===== src/hw/rtl/crob_pkg.sv =====
// ----------------------------------------------------------------------------
// crob_pkg
// Shared types and constants of the clipped raster-op blitter.
// ----------------------------------------------------------------------------
package crob_pkg;

    // Default frame limits in pixels.
    localparam int DEF_MAX_WIDTH  = 256;
    localparam int DEF_MAX_HEIGHT = 256;

    // Width of the signed coordinate arithmetic used by clipping.
    localparam int CW = 14;

    // Field widths.
    localparam int COORD_W = 12;
    localparam int PIX_W   = 32;
    localparam int SIZE_W  = 9;
    localparam int IDX_W   = 2;

    // Command codes.
    localparam logic [1:0] CMD_WR_SRC = 2'd0;
    localparam logic [1:0] CMD_WR_DST = 2'd1;
    localparam logic [1:0] CMD_RD_DST = 2'd2;
    localparam logic [1:0] CMD_BLIT   = 2'd3;

    // Raster operations.
    localparam logic [1:0] MODE_COPY  = 2'd0;
    localparam logic [1:0] MODE_XOR   = 2'd1;
    localparam logic [1:0] MODE_BLEND = 2'd2;
    localparam logic [1:0] MODE_ALPHA = 2'd3;

    // Configuration register indexes.
    localparam logic [1:0] REG_DEST_W = 2'd0;
    localparam logic [1:0] REG_DEST_H = 2'd1;
    localparam logic [1:0] REG_SRC_W  = 2'd2;
    localparam logic [1:0] REG_SRC_H  = 2'd3;

    // Controller to datapath commands.
    typedef struct packed {
        logic cap;       // capture an input item and its clipped rectangle
        logic wr_pix;    // single pixel write
        logic rd_pix;    // single pixel read request
        logic cap_rd;    // capture single pixel read data
        logic rd_blit;   // blit: read source and destination pixel
        logic mul;       // blit: register pixels and blend products
        logic wr_blit;   // blit: write result and advance
        logic out_load;  // load the output register
    } t_ctl_cmd;

    // Datapath to controller status.
    typedef struct packed {
        logic [1:0] cmd;
        logic       empty;
        logic       last;
        logic       out_free;
    } t_ctl_sts;

endpackage


===== src/hw/rtl/crob_ctrl.sv =====
// ----------------------------------------------------------------------------
// crob_ctrl
// Controller: sequences pixel accesses and the per-pixel blit walk.
// ----------------------------------------------------------------------------
module crob_ctrl (
    input  logic                i_clk,
    input  logic                i_rst_n,
    input  logic                i_in_valid,
    output logic                o_in_ready,
    input  crob_pkg::t_ctl_sts  i_sts,
    output crob_pkg::t_ctl_cmd  o_ctl
);

    localparam logic [2:0] S_IDLE = 3'd0;
    localparam logic [2:0] S_DISP = 3'd1;
    localparam logic [2:0] S_PRD  = 3'd2;
    localparam logic [2:0] S_RD   = 3'd3;
    localparam logic [2:0] S_MUL  = 3'd4;
    localparam logic [2:0] S_WR   = 3'd5;
    localparam logic [2:0] S_DONE = 3'd6;

    logic [2:0] r_state;
    logic [2:0] n_state;

    assign o_in_ready = (r_state == S_IDLE);

    always_comb begin
        n_state = r_state;
        o_ctl   = '0;
        case (r_state)
            S_IDLE: begin
                if (i_in_valid) begin
                    o_ctl.cap = 1'b1;
                    n_state   = S_DISP;
                end
            end
            S_DISP: begin
                case (i_sts.cmd)
                    crob_pkg::CMD_WR_SRC,
                    crob_pkg::CMD_WR_DST: begin
                        o_ctl.wr_pix = 1'b1;
                        n_state      = S_DONE;
                    end
                    crob_pkg::CMD_RD_DST: begin
                        o_ctl.rd_pix = 1'b1;
                        n_state      = S_PRD;
                    end
                    default: begin
                        n_state = i_sts.empty ? S_DONE : S_RD;
                    end
                endcase
            end
            S_PRD: begin
                o_ctl.cap_rd = 1'b1;
                n_state      = S_DONE;
            end
            S_RD: begin
                o_ctl.rd_blit = 1'b1;
                n_state       = S_MUL;
            end
            S_MUL: begin
                o_ctl.mul = 1'b1;
                n_state   = S_WR;
            end
            S_WR: begin
                o_ctl.wr_blit = 1'b1;
                n_state       = i_sts.last ? S_DONE : S_RD;
            end
            S_DONE: begin
                if (i_sts.out_free) begin
                    o_ctl.out_load = 1'b1;
                    n_state        = S_IDLE;
                end
            end
            default: begin
                n_state = S_IDLE;
            end
        endcase
    end

    always_ff @(posedge i_clk) begin
        if (!i_rst_n) begin
            r_state <= S_IDLE;
        end else begin
            r_state <= n_state;
        end
    end

endmodule


===== config.mk =====
export PLATFORM = sky130hd
export DESIGN_NAME = crob_ctrl
export DESIGN_NICKNAME = d
export VERILOG_FILES = /design/src/hw/rtl/crob_pkg.sv /design/src/hw/rtl/crob_ctrl.sv
export SDC_FILE = /design/constraint.sdc
export NUM_CORES = 1
export LEC_CHECK = 0
export ABC_CLOCK_PERIOD_IN_PS = 1420
export BUFFER_PORTS_ARGS = -buffer_cell sky130_fd_sc_hd__buf_2
export CAP_MARGIN = 0
export CORE_AREA = 2 2 39 41
export CTS_BUF_LIST = sky130_fd_sc_hd__clkbuf_4 sky130_fd_sc_hd__clkbuf_8 sky130_fd_sc_hd__clkbuf_16
export DETAILED_ROUTE_END_ITERATION = 16
export DIE_AREA = 0 0 41 43
export PLACE_DENSITY_LB_ADDON = 0.05
export REMOVE_ABC_BUFFERS = 1
export SETUP_SLACK_MARGIN = 0.02
export SYNTH_ARGS = -nofsm -noshare
export SYNTH_HDL_FRONTEND = slang
export SYNTH_SLANG_ARGS = --single-unit

===== constraint.sdc =====
create_clock -name i_clk -period 1.42 [get_ports i_clk]
set_input_delay 0.142 -clock i_clk [delete_from_list [all_inputs] [get_ports i_clk]]
set_output_delay 0.142 -clock i_clk [all_outputs]
set_load 0.02 [all_outputs]

After elaboration in Yosys (flattened, before gate mapping)
Index checks and enable logic that the tools add are counted.

Reductions and logical operators: 4. Muxes and demuxes: 17. Eq/ne operators: 10.

Operators by type and width (count): case mux 3 bit (7 select lines) (1); two-way mux 3 bit (4); two-way mux 1 bit (10); == test 3 bit (second input constant) (3); == test 3 x 2 -> 1 bit (second input constant) (2); case mux 3 bit (2 select lines) (1); != test 2 bit (second input constant) (2); == test 3 x 1 -> 1 bit (second input constant) (1); logical NOT 3 bit (1); == test 2 x 1 -> 1 bit (second input constant) (1); == test 2 bit (second input constant) (1); logical NOT 2 bit (1); two-way mux 2 bit (1); AND reduction 2 bit (1); OR reduction 2 bit (1).

Bits in registers: 3. Word-level logic and storage cells: 32. Output and inout bits: 9.

Longest topological paths before layout
Word-level depth: 4. Mapped depth: 4. Depth with buffers taken out: 3.

Least setup slack after synthesis
No wires, ideal clock.

Kind: reg-to-output. Start: reg r_state[1]. End: out o_ctl[7] (netlist bit). Cell stages (with the launch flop): 4. Path slack: -0.068 ns. Path buffers: 1. Arrival time: 1.346 ns. Cell sequence: dfxtp_1 > clkbuf_1 > nor3_1 > and2_1.

RTL lines: start: declaration (RTL line crob_ctrl.sv:22) `logic [2:0] r_state;`; start signal: assignment (RTL line crob_ctrl.sv:85) `r_state <= n_state;`; end: declaration (RTL line crob_ctrl.sv:11) `output crob_pkg::t_ctl_cmd o_ctl`.

==> results.toml <==
[run_status]
status = "finished, violations left"
failed_checks = "setup timing"

[floorplanning]
core_area_sq_mm = 0.00138
fp.dieArea_sq_mm = 0.00176
die_w_um = 41
row_count = 14
die_h_um = 43
pin_count = 17
initial_standard_cell_utilization_of_the_core_pct = 17.4

[worst_setup_path]
r2r_slack_ns = 0.26
cp-end-kind = "primary output"
cp.arrival_ns = 1.29
timing.critical_path.from_type = "flip-flop"
critPathKind = "flip-flop to primary output"
worstSetupEndpoint = "o_ctl[5]"
rr_endpoint = "r_state[0]$_SDFFE_PN0P_"
cp-startpoint = "r_state[1]$_SDFFE_PN0P_"
worst_r2r_path_depth = 4
cp_max_fo = 3
timing.rr.start = "r_state[2]$_SDFFE_PN0P_"
worstPathRequired_ns = 1.28

[detailed_routing]
detailedRoute.firstIterationViolations = 4
route.antenna.remaining_nets = 0
drt_first_pass_iters = 4
wl_per_instance_um = 10.9
dr_total_vias = 294
final_wirelength_um = 753
post-route-drc-count = 0
vias_per_cell = 4.26

[layout]
leading_cell_type_in_the_layout_fill_and_taps_excluded = "buf_2"
fin_cells = 69
finalCoreUtilization_pct = 28.5
n_diodes = 0
num-nets-final = 62
share_of_layout_cells_above_drive_strength_1_pct = 50.9
largest_reg_flops = 3
layout_common_cells = "15 x buf_2, 4 x nor2_1, 4 x clkbuf_4, 4 x buf_4, 3 x nand2_1"
largest_registers = "r_state x3"
synthToLayoutAreaGrowth_pct = 64.1
regMostFlops = "r_state"

[synth]
main_combinational_cell_family_by_area_after_synthesis = "simple AND/OR/NAND/NOR gates"
synthSimpleGateAreaFrac_pct = 44.3
synthMuxAreaShare_pct = 4.17
ys_ff_latch = 3
syn-instance-count = 33
synth_area_per_cell_sq_um = 7.28
synth_cell_types = 21
post_synth_xor_area_fraction_pct = 0
synthAdderAreaFrac_pct = 0
synth.cell_area_sq_um = 240
portion_of_the_post_synthesis_area_used_by_sequential_elements_pct = 25.0
ys_warn_count = 0
post_synthesis_compound_gate_area_fraction_pct = 17.2

[hold_path]
worstHoldStart = "i_rst_n"
worstHoldPathType = "input pin to flip-flop"
hold-path-cell-count = 3

[power]
powerDensity_mw_per_mm2 = 1340
max-vdd-ir-drop_mv = 0.320
p_leak_nw = 0.201
post-layout-total-power_w = 0.000527

[cts]
clk_root_buffer_cell = "clkbuf_4"
htreeDepth = 1
clk_pin_slew_ns = 0.03
cts_setup_buffers = 0
holdBufCountCts = 0
cts_sinks = 3
tritoncts = "done"
clkLatencyLatePin_ns = 0.23
clockBufferDepth = 2
cts_made_buffers = 3

[placed_design]
place_congestion = 0.621
dp_cells = 65
numPortBuffers = 16

[global_route]
grt_pass1_wl_um = 1120
grtUsageTotal_pct = 10.0
first_global_vias = 272
grt_antenna_before_repair = 0
pin_count_of_the_biggest_net_entering_global_routing = 13
gr-total-overflow = 0

[timing]
worst_pin_slew_ns = 0.299
fin_crit_ns = 1.43
setup_repair_after_global_routing_missed_its_margin = "true"
setup_viol_count_final = 1
final_total_negative_setup_slack_ns = -0.00906
max_freq_ghz = 0.700
worst_slew_margin_rel_pct = 79.5
hold_viol = 0
timing.hold.ws_ns = 0.172
final_min_period_over_clock_period_pct = 101
final-max-slew-violation-count = 0
layout_setup_ws_ns = -0.00906
clock_skew_ns = 0.000562

[flow_run]
maxCapViolCount = 0
==> power breakdown <==
| part | internal (W) | total, W | switching [W] |
|---|---|---|---|
| combinational | 0.000106 | 0.000252 | 0.000146 |
| clock | 0.000124 | 0.000164 | 0.0000403 |
| sequential | 0.000103 | 0.000111 | 0.00000800 |
| total | 0.000333 | 0.000527 | 0.000194 |
==> cell usage after synthesis <==
cell type | n | share of area [%]
nor2_1 | 4 | 6.2
dfxtp_1 | 3 | 25
nand2_1 | 3 | 4.7
nor3b_1 | 3 | 9.4
clkbuf_1 | 2 | 3.1
inv_1 | 2 | 3.1
nor3_1 | 2 | 4.2
a2111oi_0 | 1 | 3.6
a21o_1 | 1 | 3.1
a21oi_1 | 1 | 2.1
a31oi_1 | 1 | 2.6
a32oi_1 | 1 | 3.6
and2_1 | 1 | 2.6
and3b_1 | 1 | 3.6
and4b_1 | 1 | 4.2
buf_4 | 1 | 3.1
mux2i_1 | 1 | 4.2
nand2b_1 | 1 | 2.6
nand3b_1 | 1 | 3.1
o21ai_0 | 1 | 2.1
or3b_1 | 1 | 3.6
==> worst min path at each step <==
stage | end
final | r_state[1]$_SDFFE_PN0P_
after global routing | r_state[2]$_SDFFE_PN0P_
after CTS | r_state[1]$_SDFFE_PN0P_
after detailed placement | r_state[1]$_SDFFE_PN0P_
after global placement | r_state[2]$_SDFFE_PN0P_
after floorplan | r_state[2]$_SDFFE_PN0P_
==> stage by stage <==
step / cell area [sq um] / setup slack [ns]
after floorplan: 225 / -0.127
after global placement: 348 / 0.233
after detailed placement: 348 / 0.174
after CTS: 388 / -0.00900
after global routing: 394 / -0.0644
final: 394 / -0.00906
==> metal layers <==
layer | vias up | track usage [%] | wire length (um)
met5 | - | 0 | 0
met4 | 0 | 10.0 | 0
met3 | 0 | 1.57 | 47
met2 | 10 | 15.0 | 402
met1 | 128 | 10.9 | 303
li1 | 156 | - | -
==> layout make-up <==
type | count | area, sq um
fill | 170 | 990
multi-input combinational | 25 | 170
timing repair buffer | 19 | 105
inverter | 2 | 7.51
sequential | 3 | 61.3
tap | 16 | 20.0
clock buffer | 4 | 30.0
==> cells by family after synthesis <==
family | count (synthesis)
flops | 3
buf+inv | 5
mux | 1
simple gates | 18
compound gates | 6
==> worst max-delay path, stage by stage (launching register included) <==
cell and delay, ns:
dfxtp_2 0.31, or3b_4 0.40, nor3b_2 0.18, buf_4 0.17
==> repair_timing <==
item	in CTS	in global routing
resized for setup	3	2
endpoints found under the hold margin	0	0
endpoints found under the setup margin	1	2
Note: power is estimated with default switching activity, not from simulation.
